--- config.mk ---
export PLATFORM = sky130hd
export DESIGN_NAME = tile_queue
export DESIGN_NICKNAME = d
export VERILOG_FILES = /design/src/design/tile_pkg.sv /design/src/design/tile_queue.sv
export SDC_FILE = /design/constraint.sdc
export NUM_CORES = 1
export LEC_CHECK = 0
export ABC_AREA = 1
export BUFFER_PORTS_ARGS = -buffer_cell sky130_fd_sc_hd__clkbuf_2
export CAP_MARGIN = 10
export CORE_MARGIN = 3
export CORE_UTILIZATION = 50
export DETAILED_ROUTE_END_ITERATION = 12
export HOLD_SLACK_MARGIN = 0.15
export PLACE_DENSITY_LB_ADDON = 0.05
export SYNTH_ARGS = -nofsm -noshare
export SYNTH_HDL_FRONTEND = slang
export SYNTH_SLANG_ARGS = --single-unit
--- constraint.sdc ---
create_clock -name clk -period 2.3 [get_ports clk]
set_input_delay 0.115 -clock clk [delete_from_list [all_inputs] [get_ports clk]]
set_output_delay 0.115 -clock clk [all_outputs]
set_load 0.01 [all_outputs]
--- src/design/tile_pkg.sv ---
`timescale 1ns / 1ps
// Package for the letter trie engine: request, result and queue entry types
// and the fixed constants. No dependencies.
package tile_pkg;

    localparam logic [1:0] CMD_INSERT = 2'd0;
    localparam logic [1:0] CMD_LOOKUP = 2'd1;
    localparam logic [1:0] CMD_TRANS  = 2'd2;
    localparam logic [1:0] CMD_UNUSED = 2'd3;

    localparam logic [7:0] LETTER_FIRST = 8'd65;
    localparam logic [7:0] LETTER_LAST  = 8'd90;
    localparam int FANOUT = 26;
    localparam int LIDX_W = 5;
    localparam int NODE_OUT_W = 12;

    localparam int Q_DEPTH = 2;
    localparam int Q_PTR_W = 1;
    localparam int Q_CNT_W = 2;

    typedef struct packed {
        logic [1:0]            cmd;
        logic [7:0]            letter;
        logic                  word_last;
        logic [NODE_OUT_W-1:0] node_in;
        logic                  node_in_valid;
    } tile_req_t;

    typedef struct packed {
        logic                  word_found;
        logic                  prefix_found;
        logic [NODE_OUT_W-1:0] node_out;
        logic                  node_out_valid;
        logic                  is_terminal;
        logic                  overflow;
    } tile_res_t;

    typedef struct packed {
        logic [1:0]            kind;
        logic                  letter_ok;
        logic [LIDX_W-1:0]     lidx;
        logic                  last;
        logic [NODE_OUT_W-1:0] node;
        logic                  node_ok;
    } tile_op_t;

endpackage

--- src/design/tile_queue.sv ---
`timescale 1ns / 1ps
// Short queue of classified requests between the front and the back end.
// Depends on tile_pkg.
module tile_queue (
    input  logic               clk,
    input  logic               rst_n,
    input  logic               push,
    input  tile_pkg::tile_op_t push_op,
    input  logic               pop,
    output logic               valid,
    output tile_pkg::tile_op_t head,
    output logic               full
);
    import tile_pkg::*;

    tile_op_t entry_reg [Q_DEPTH];
    logic [Q_PTR_W-1:0] wr_ptr_reg;
    logic [Q_PTR_W-1:0] rd_ptr_reg;
    logic [Q_CNT_W-1:0] count_reg;
    logic [Q_CNT_W-1:0] count_next;

    always_comb
    begin
        valid = count_reg != '0;
        full = count_reg == Q_CNT_W'(Q_DEPTH);
        head = entry_reg[rd_ptr_reg];
        count_next = count_reg;
        if (push && !pop)
        begin
            count_next = count_reg + Q_CNT_W'(1);
        end
        else if (pop && !push)
        begin
            count_next = count_reg - Q_CNT_W'(1);
        end
    end

    always_ff @(posedge clk or negedge rst_n)
    begin
        if (!rst_n)
        begin
            wr_ptr_reg <= '0;
            rd_ptr_reg <= '0;
            count_reg <= '0;
        end
        else
        begin
            if (push)
            begin
                wr_ptr_reg <= wr_ptr_reg + Q_PTR_W'(1);
            end
            if (pop)
            begin
                rd_ptr_reg <= rd_ptr_reg + Q_PTR_W'(1);
            end
            count_reg <= count_next;
        end
    end

    always_ff @(posedge clk)
    begin
        if (push)
        begin
            entry_reg[wr_ptr_reg] <= push_op;
        end
    end

endmodule

==> reports/qor.yml <==
run_status: "complete, no violations"
synth_compound_area_share_pct: 0
viasPerCell: 4.65
vias: 1036
p_leak_nw: 0.989
antenna_found_initial: 0
yosysWarnings: 0
grt_remaining_overflow: 0
fin_ws_ns: 0.525
p_per_area_nw_per_um2: 988
reg2reg_from: "wr_ptr_reg"
diodes: 0
dieArea_um2: 4350
port_buffers: 49
p_int_mw: 1.69
ys_seq_area_share_pct: 79.1
total_power_mw: 2.40
synth-seq-cells: 48
first_pass_iters: 4
ios: 50
grt_pass1_vias: 1054
combPwrFrac_pct: 33.5
fin_crit_sh_pct: 77.2
rsz0062_at_grt: "false"
synth_top_family_by_area: "multiplexers"
regToRegSetupSlack_ns: 0.90
clock_sinks: 48
design.core.area_um2: 3390
startpoint_type: "register"
drt_iter0_drc: 40
wl_um: 2840
synth_xor_area_share_pct: 1.46
cp-startpoint: "rd_ptr_reg"
vdd_drop_max_v: 0.000628
worstSetupPathType: "reg2out"
rr_worst_depth: 3
slew_headroom_pct: 69.3
min_path_cells: 2
holdPathEnd: "entry_reg[1][15]"
area_growth_pct: 35.0
crit_fanout: 15
clkTransAtPathRegs_ns: 0.12
track_usage_pct: 14.9
wire_per_inst_um: 12.7
nFillCells: 244
p_switching_mw: 0.711
r2r-end: "entry_reg[1][0]"
finalSetupTns_ns: 0
hp-start: "push_op[15]"
swShare_pct: 29.6
synth_simple_gate_area_share_pct: 2.30
die_h_um: 66.0
antenna_left: 0
ctsRootBufferMaster: "clkbuf_4"
cts_tree: "built"
fin_worst_skew_ns: 0.00370
maxCapViolCount: 0
avgSynthCellArea_um2: 19.3
drive_gt1_share_pct: 46.3
place.gp.congestion: 0.719
grt_pass1_wl_um: 4640
final-hold-violation-count: 0
largest_reg_flops: 44
finalSetupViolCount: 0
pwr-share-clk_pct: 14.4
final_util_pct: 71.6
start_util_pct: 53.0
synth_adder_area_share_pct: 0.696
rows: 21
clock_latency_ns: 0.35
synth.mux.area_fraction_pct: 13.8
fin_nets: 203
h-tree-depth: 2
fmax_ghz: 0.563
min_period_ns: 1.78
critical_path_required_ns: 2.18
cts_setup_buffers: 0
worst_slew_pin_slew_ns: 0.460
cts.path.max_buffers: 2
yosysUniqueCellTypes: 12
endpoint_kind: "output pin"
dp_slack_ns: 0.889
drc_errors: 0
seq_power_share_pct: 52.1
slew_violations: 0
numCtsBuffers: 5
grt_start_max_net_pins: 16
postSynthCellCount: 93
die_x_um: 66.0
hpwl_um: 1920
syn-cell-area_um2: 1800
min_path_type: "in2reg"
synth_fp_nets: 120
worstPathArrival_ns: 1.66
-- worst max-delay path: stages (launching register included) --
cell and delay [ns]:
dfrtp_1 0.62, buf_12 0.21, mux2_2 0.35, clkbuf_2 0.13
-- through the flow --
step	instance area, µm²	cells	hold slack (ns)
CTS	2430	223	0.472
global placement	2120	189	-0.0715
detailed placement	2120	189	-0.0700
finish	2430	223	0.485
floorplan	1800	93	-0.181
global route	2430	223	0.467
-- logic make-up (layout without fill, tap and decap cells) --
kind of cell,after synthesis,count (layout)
XOR/XNOR,3,3
flip-flops,48,48
buffers and inverters,9,93
adder cells (fa/ha/maj),1,1
multiplexers,22,22
AND/OR/NAND/NOR,10,10
-- routing by layer --
metal  GRT usage (%)  vias up  wire length [µm]
met5               0        -                 0
met4            6.35        0                43
met3            6.46        5               216
met2            24.3       36              1460
met1            17.1      482              1110
li1                -      513                 -
-- area by class of cell --
class | count | area [µm²] | area share [%]
Clock buffer | 5 | 37.5 | 1.55
Clock inverter | 3 | 13.8 | 0.567
Inverter | 7 | 26.3 | 1.08
Multi-Input combinational cell | 36 | 330 | 13.6
Sequential cell | 48 | 1420 | 58.6
Tap cell | 46 | 57.6 | 2.37
Timing Repair Buffer | 78 | 541 | 22.3
-- worst max path at each step --
stage / slack, ns / end / depth (start not counted)
final: 0.52 / head[13] / 3
after CTS: 0.48 / head[4] / 3
after global routing: 0.40 / head[4] / 3
after floorplan: 0.55 / entry_reg[0][0] / 1
after detailed placement: 0.89 / entry_reg[0][17] / 2
after global placement: 0.89 / entry_reg[1][0] / 3
-- power groups by stage --
stage | combinational [mW] | sequential (mW) | clock (mW)
final | 0.802 | 1.25 | 0.346
after global routing | 0.885 | 1.27 | 0.397
after CTS | 0.821 | 1.25 | 0.362
after detailed placement | 0.783 | 1.27 | 0
after global placement | 0.774 | 1.26 | 0
after floorplan | 0.516 | 1.24 | 0
-- cell usage after synthesis, drive strengths merged --
cell type / instances / area (µm²)
inv: 7 / 26.3
nand3: 1 / 5.00
nor2: 2 / 7.51
nand4: 1 / 6.26
ha: 1 / 12.5
buf: 2 / 22.5
xor2: 2 / 17.5
dfrtp: 4 / 100
mux2: 22 / 248
edfxtp: 44 / 1320
xnor2: 1 / 8.76
nand2: 6 / 22.5
-- cell usage in the layout, fill, tap and decap left out, types with 2 or more instances in the layout --
cell type and count:
xor2_1 2, clkbuf_2 49, clkbuf_4 5, mux2_2 22, clkinv_2 2, dfrtp_1 4, edfxtp_1 44, nand2_1 6
dlygate4sd3_1 26, inv_1 7, buf_4 2
-- what timing repair did --
| action | in CTS | in global routing |
|---|---|---|
| gates resized for setup | 0 | 0 |
| hold buffers | 26 | 0 |
| endpoints found under the hold margin | 50 | 0 |
No activity file was read; power rests on OpenSTA's default activity.
