### src/design/tile_pkg.sv
`timescale 1ns / 1ps
// Package for the letter trie engine: request, result and queue entry types
// and the fixed constants. No dependencies.
package tile_pkg;

    localparam logic [1:0] CMD_INSERT = 2'd0;
    localparam logic [1:0] CMD_LOOKUP = 2'd1;
    localparam logic [1:0] CMD_TRANS  = 2'd2;
    localparam logic [1:0] CMD_UNUSED = 2'd3;

    localparam logic [7:0] LETTER_FIRST = 8'd65;
    localparam logic [7:0] LETTER_LAST  = 8'd90;
    localparam int FANOUT = 26;
    localparam int LIDX_W = 5;
    localparam int NODE_OUT_W = 12;

    localparam int Q_DEPTH = 2;
    localparam int Q_PTR_W = 1;
    localparam int Q_CNT_W = 2;

    typedef struct packed {
        logic [1:0]            cmd;
        logic [7:0]            letter;
        logic                  word_last;
        logic [NODE_OUT_W-1:0] node_in;
        logic                  node_in_valid;
    } tile_req_t;

    typedef struct packed {
        logic                  word_found;
        logic                  prefix_found;
        logic [NODE_OUT_W-1:0] node_out;
        logic                  node_out_valid;
        logic                  is_terminal;
        logic                  overflow;
    } tile_res_t;

    typedef struct packed {
        logic [1:0]            kind;
        logic                  letter_ok;
        logic [LIDX_W-1:0]     lidx;
        logic                  last;
        logic [NODE_OUT_W-1:0] node;
        logic                  node_ok;
    } tile_op_t;

endpackage

### src/design/tile_front.sv
`timescale 1ns / 1ps
// Front end: accepts requests and classifies them into queue entries.
// Depends on tile_pkg.
module tile_front (
    input  logic               req_valid,
    output logic               req_stall,
    input  tile_pkg::tile_req_t req_data,
    input  logic               busy,
    input  logic               q_full,
    output logic               push,
    output tile_pkg::tile_op_t push_op
);
    import tile_pkg::*;

    logic letter_ok;
    logic [7:0] letter_off;

    always_comb
    begin
        req_stall = busy | q_full;
        letter_ok = (req_data.letter >= LETTER_FIRST) && (req_data.letter <= LETTER_LAST);
        letter_off = req_data.letter - LETTER_FIRST;
        push = req_valid && !req_stall && (req_data.cmd != CMD_UNUSED);
        push_op.kind = req_data.cmd;
        push_op.letter_ok = letter_ok;
        push_op.lidx = letter_ok ? letter_off[LIDX_W-1:0] : '0;
        push_op.last = req_data.word_last;
        push_op.node = req_data.node_in;
        push_op.node_ok = req_data.node_in_valid;
    end

endmodule

### config.mk
export PLATFORM = sky130hd
export DESIGN_NAME = tile_front
export DESIGN_NICKNAME = d
export VERILOG_FILES = /design/src/design/tile_pkg.sv /design/src/design/tile_front.sv
export SDC_FILE = /design/constraint.sdc
export NUM_CORES = 1
export LEC_CHECK = 0
export CORE_AREA = 4 4 41 43
export DETAILED_ROUTE_END_ITERATION = 12
export DIE_AREA = 0 0 45 47
export DONT_BUFFER_PORTS = 1
export PLACE_DENSITY = 0.45
export SETUP_SLACK_MARGIN = 0.02
export SLEW_MARGIN = 25
export SYNTH_ARGS = -nofsm -noshare
export SYNTH_HDL_FRONTEND = slang
export SYNTH_SLANG_ARGS = --single-unit
### constraint.sdc
create_clock -name vclk -period 1.4
set_input_delay 0.07 -clock vclk [all_inputs]
set_output_delay 0.07 -clock vclk [all_outputs]
set_load 0.1 [all_outputs]
==> results.md, run 1 <==
* Status: complete, but fails checks
* Violated checks: negative setup slack
* Sequential cell area at 0 sq um
* Filler Cell Count at 126
* Shortest period the worst path allows at 1.52 ns
* Final Cycle Share at 108%
* Netlist area before placement at 308 sq um
* Static leakage at 0.185 nW
* Commonest cells after routing, fill and taps aside: buf_12, buf_4, nand2_1, nor4_4
* Number of antenna violations at the first check in global routing at 0
* Fraction of final layout cells sized beyond drive strength 1 at 72.5%
* Antenna diode count at 0
* Number of setup violations in the final report at 3
* Width of the die at 45 um
* Final slew viol count at 0
* Slew @ Worst Pin at 0.553 ns
* Total Routing Usage GR at 9.22%
* First-iteration detailed-routing DRC count at 0
* Number of nets still failing antenna checks after routing at 0
* Signed area change from the synthesized netlist to the final layout at 80.5%
* Overall die area at 0.00212 sq mm
* Post-Syn Area per Cell at 7.16 sq um
* Core Area at 0.00130 sq mm
* Most congested layer reported by global routing: met2
* Capturing element type of the critical path: output pin
* Starting density of the core at 23.7%
* Worst path required time at 1.33 ns
* Global-route track usage on met1 at 6.77%
* Wirelength per Cell at 18.4 um
* Total of buffers placed on input and output ports at 0
* Final Net Count at 72
* Number of cell rows at 13
* Fraction of met3 tracks used by global routing at 2.68%
* Maximum number of pins on one net before global-route repair at 7
* DR pass1 iterations at 1
* Final estimated routing congestion in global placement at 0.676
* Setup Crit Path Kind: in2out
* Number of standard cells after synthesis at 43
* Part of the Yosys area used for sequential elements at 0%
* Setup repair after global routing missed its margin: yes
* Met2 track utilization from global routing at 18.4%
* Final sequential cell count at 0
* Worst VDD drop at 0.000135 V
* Number of remaining DRC errors at 0
* Sum of negative setup slack at -0.146 ns
* Highest Clock Rate at 660 MHz
* Startpoint kind of the worst setup timing path: input port
* Number of distinct library cells after synthesis at 14
* Max-cap violations at 0
* Total detailed-routing wirelength at 1010 um
* Via count of the first global-routing pass at 329
* Crit Path Max Fanout at 4
* Per-cell via count in the routed design at 4.87
* Worst Hold Class: in2out
* Final worst-path setup slack at -0.115 ns
* Minimum setup slack after placement at -0.150 ns
* Ratio of total power to cell area at 303 mW/mm^2
* Worst slew margin relative to its limit at 63.1%
* Final Hold Vio Count at 0
* Leading cell type in the layout, fill and taps excluded: buf_12
* Number of top-level pins at 51
* Y dimension of the die at 47 um
* CP arrival at 1.45 ns
* Clock buf count at 0
* Global-route wire length before repair at 1480 um
* Yosys synthesis warning count at 0
* Post-synth net total at 73
* Via Count at 268
* Total gr overflow at 0
final cells by class:
cell class / count / area [sq um] / share of cell area (%)
Tap cell: 15 / 18.8 / 3.38
Timing Repair Buffer: 14 / 205 / 36.9
Multi-Input combinational cell: 24 / 285 / 51.4
Inverter: 2 / 46.3 / 8.33
per-stage QoR:
step,instances,hold slack [ns],util [%],power (mW),area [sq um]
3_5_place_dp,53,0.141,38.0,0.159,494
6_report,55,0.140,42.7,0.169,556
4_1_cts,53,0.141,38.7,0.161,503
3_3_place_gp,53,0.141,38.0,0.156,494
5_1_grt,55,0.140,42.7,0.178,556
2_1_floorplan,43,0.255,-,0.331,415
kinds of logic after synthesis:
| kind of cell | count (synthesis) | share of synthesized area [%] |
|---|---|---|
| buffers and inverters | 19 | 43.9 |
| AND/OR/NAND/NOR | 17 | 30.9 |
| adder cells (fa/ha/maj) | 3 | 12.2 |
| AO/OA/AOI/OAI | 2 | 7.32 |
| XOR/XNOR | 2 | 5.69 |
synth_stat cells, drive strengths merged:
cell    number  area, sq um
buf         17          128
nand2        4         15.0
nor4         4         25.0
ha           3         37.5
nor3         3         15.0
inv          2         7.51
nor2         2         7.51
or3b         2         20.0
xnor2        2         17.5
a211oi       1         12.5
nor2b        1         6.26
o211a        1         10.0
or2          1         6.26
worst max-delay path, stage by stage:
cell       delay (ns)
clkinv_16        0.03
ha_4             0.11
or3b_4           0.38
or3b_4           0.39
a211oi_4         0.25
buf_12           0.21
routing by layer:
layer  wire (um)  part of all wire [%]  vias to the layer above
met5           0                     0                        -
li1            -                     -                      121
met3         168                    17                       16
met1         177                    18                      115
met2         559                    55                       16
met4         104                    10                        0
repair_timing:
item	4_1_cts	5_1_grt
endpoints found under the setup margin	6	6
buffers inserted	0	2
resized for setup	3	7
pin swaps	1	4
hold endpoints to repair	0	0
hold buffers	0	0
final timing paths:
| check | from | end | cells after the start | slack, ns |
|---|---|---|---|---|
| min | req_data[13] | push_op[13] | 0 | 0.14 |
| max | req_data[15] | push_op[18] | 6 | -0.12 |
power by group:
| group | internal, mW | switching (mW) |
|---|---|---|
| Combinational | 0.0663 | 0.102 |
| Clock | 0 | 0 |
| Sequential | 0 | 0 |
Note: power is estimated with default switching activity, not from simulation.
==> run 2, diff against run 1 <==
- SKIP_LAST_GASP: default -> 1
- clock period: 1.4 -> 1.96 ns (I/O delays scaled with it)
==> run 2 against run 1 <==
Against the previous run: the flow now finishes without violations; sequential share of layout area did not move; count of clock-buffer cells in the layout did not move; design area fell by 18%; final cell count fell by 9.1%; worst setup slack improved by 0.45 ns; total power fell by 38%; worst hold slack improved by 0.056 ns; utilization fell by 7.8 points; critical path depth did not move; combinational power fell by 38%; die area did not move; first-iteration DRC count rose by 3.
==> results.md, run 2 (synthesis results as in run 1) <==
* Status: finished clean
* Fraction of final layout cells sized beyond drive strength 1 at 62.9%
* Ratio of total power to cell area at 229 mW/mm^2
* Setup bufs post-CTS at 0
* Total gr overflow at 0
* Overall die area at 0.00212 sq mm
* Number of nets still failing antenna checks after routing at 0
* Total of buffers placed on input and output ports at 0
* Half-perimeter wire length after placement at 781 um
* Via count of the first global-routing pass at 274
* Total Routing Usage GR at 7.71%
* Startpoint kind of the worst setup timing path: input port
* Worst path required time at 1.86 ns
* CP arrival at 1.53 ns
* Number of remaining DRC errors at 0
* Number of setup violations in the final report at 0
* Core Area at 0.00130 sq mm
* Worst slew margin relative to its limit at 63.9%
* Endpoint of the worst setup timing path: push_op[18]
* Width of the die at 45 um
* Max-cap violations at 0
* Number of antenna violations at the first check in global routing at 0
* Number of cell rows at 13
* Final Cycle Share at 82.8%
* DR pass1 iterations at 4
* Count of placed standard cells including taps at 50
* Wirelength per Cell at 16.5 um
* Sequential cell area at 0 sq um
* Signed area change from the synthesized netlist to the final layout at 47.6%
* Critical path startpoint: req_data[14]
* Highest Clock Rate at 616 MHz
* Via Count at 260
* Leading cell type in the layout, fill and taps excluded: buf_12
* Starting density of the core at 23.7%
* Minimum setup slack after placement at 0.331 ns
* Final slew viol count at 0
* Worst VDD drop at 0.0000970 V
* Shortest period the worst path allows at 1.62 ns
* Clock buf count at 0
* Maximum number of pins on one net before global-route repair at 7
* Setup Crit Path Kind: in2out
* Per-cell via count in the routed design at 5.20
* Fraction of power consumed by combinational cells at 100.0%
* Total detailed-routing wirelength at 825 um
* Y dimension of the die at 47 um
* Capturing element type of the critical path: output pin
* Final sequential cell count at 0
* Total of cells resized after clock tree synthesis at 0
* First-iteration detailed-routing DRC count at 3
* Power consumption at 0.104 mW
* Final Hold Vio Count at 0
* Cell internal power dissipation at 0.0361 mW
* Net switching share of the total power at 65.4%
* Final worst-path setup slack at 0.336 ns
* Share of power burned in the clock network at 0%
* Count of placed standard cells in the final layout, fillers left out at 50
* Reported net switching power at 0.0681 mW
* Commonest cells after routing, fill and taps aside: buf_12, nand2_1, nor4_4, buf_4
* Antenna diode count at 0
* Crit Path Max Fanout at 4
* Register share of total power at 0%
* Final estimated routing congestion in global placement at 0.737
* Worst Hold Class: in2out
* Slew @ Worst Pin at 0.541 ns
* Number of top-level pins at 51
* Static leakage at 0.155 nW
* Setup repair after global routing missed its margin: no
* Final Net Count at 67
* Hold buffer count at cts at 0
* Final cell utilization of the core at 34.9%
* Depth of the worst hold-timing path at 0
* Global-route wire length before repair at 1240 um
==> run 2: power by group through the flow <==
stage	Sequential (mW)	Clock, mW	Combinational (mW)
2_1_floorplan	0	0	0.227
4_1_cts	0	0	0.106
6_report	0	0	0.104
3_3_place_gp	0	0	0.104
3_5_place_dp	0	0	0.106
5_1_grt	0	0	0.109
==> run 2: cell type report <==
cell class / instances / area, sq um
inverters: 2 / 25.0
well taps: 15 / 18.8
repair buffers: 9 / 148
fillers: 140 / 847
multi-input cells: 24 / 263
==> run 2: how the worst min path moves through the flow <==
stage	startpoint	to
5_1_grt	req_data[8]	push_op[8]
3_5_place_dp	req_data[23]	push_op[21]
3_3_place_gp	req_data[23]	push_op[21]
2_1_floorplan	req_data[14]	push_op[14]
6_report	req_data[0]	push_op[0]
4_1_cts	req_data[23]	push_op[21]
==> run 2: stage by stage <==
stage | TNS [ns] | hold slack [ns] | area (sq um)
after floorplan | -2.12 | 0.386 | 375
after detailed placement | 0 | 0.197 | 454
after global placement | 0 | 0.197 | 454
after global routing | 0 | 0.196 | 454
after CTS | 0 | 0.197 | 454
final | 0 | 0.196 | 454
==> run 2: worst max-delay path, cell delays in order <==
cell and delay, ns:
inv_6 0.03, ha_4 0.12, or3b_4 0.38, or3b_4 0.39
a211oi_4 0.28, buf_12 0.21
==> run 2: metal layers <==
layer	vias up	track usage (%)	share of wire, %	wire length, um
li1	116	-	-	-
met1	110	6.07	23	191
met3	14	4.60	16	134
met2	20	14.4	55	453
met5	-	0	0	0
met4	0	4.68	5.6	46
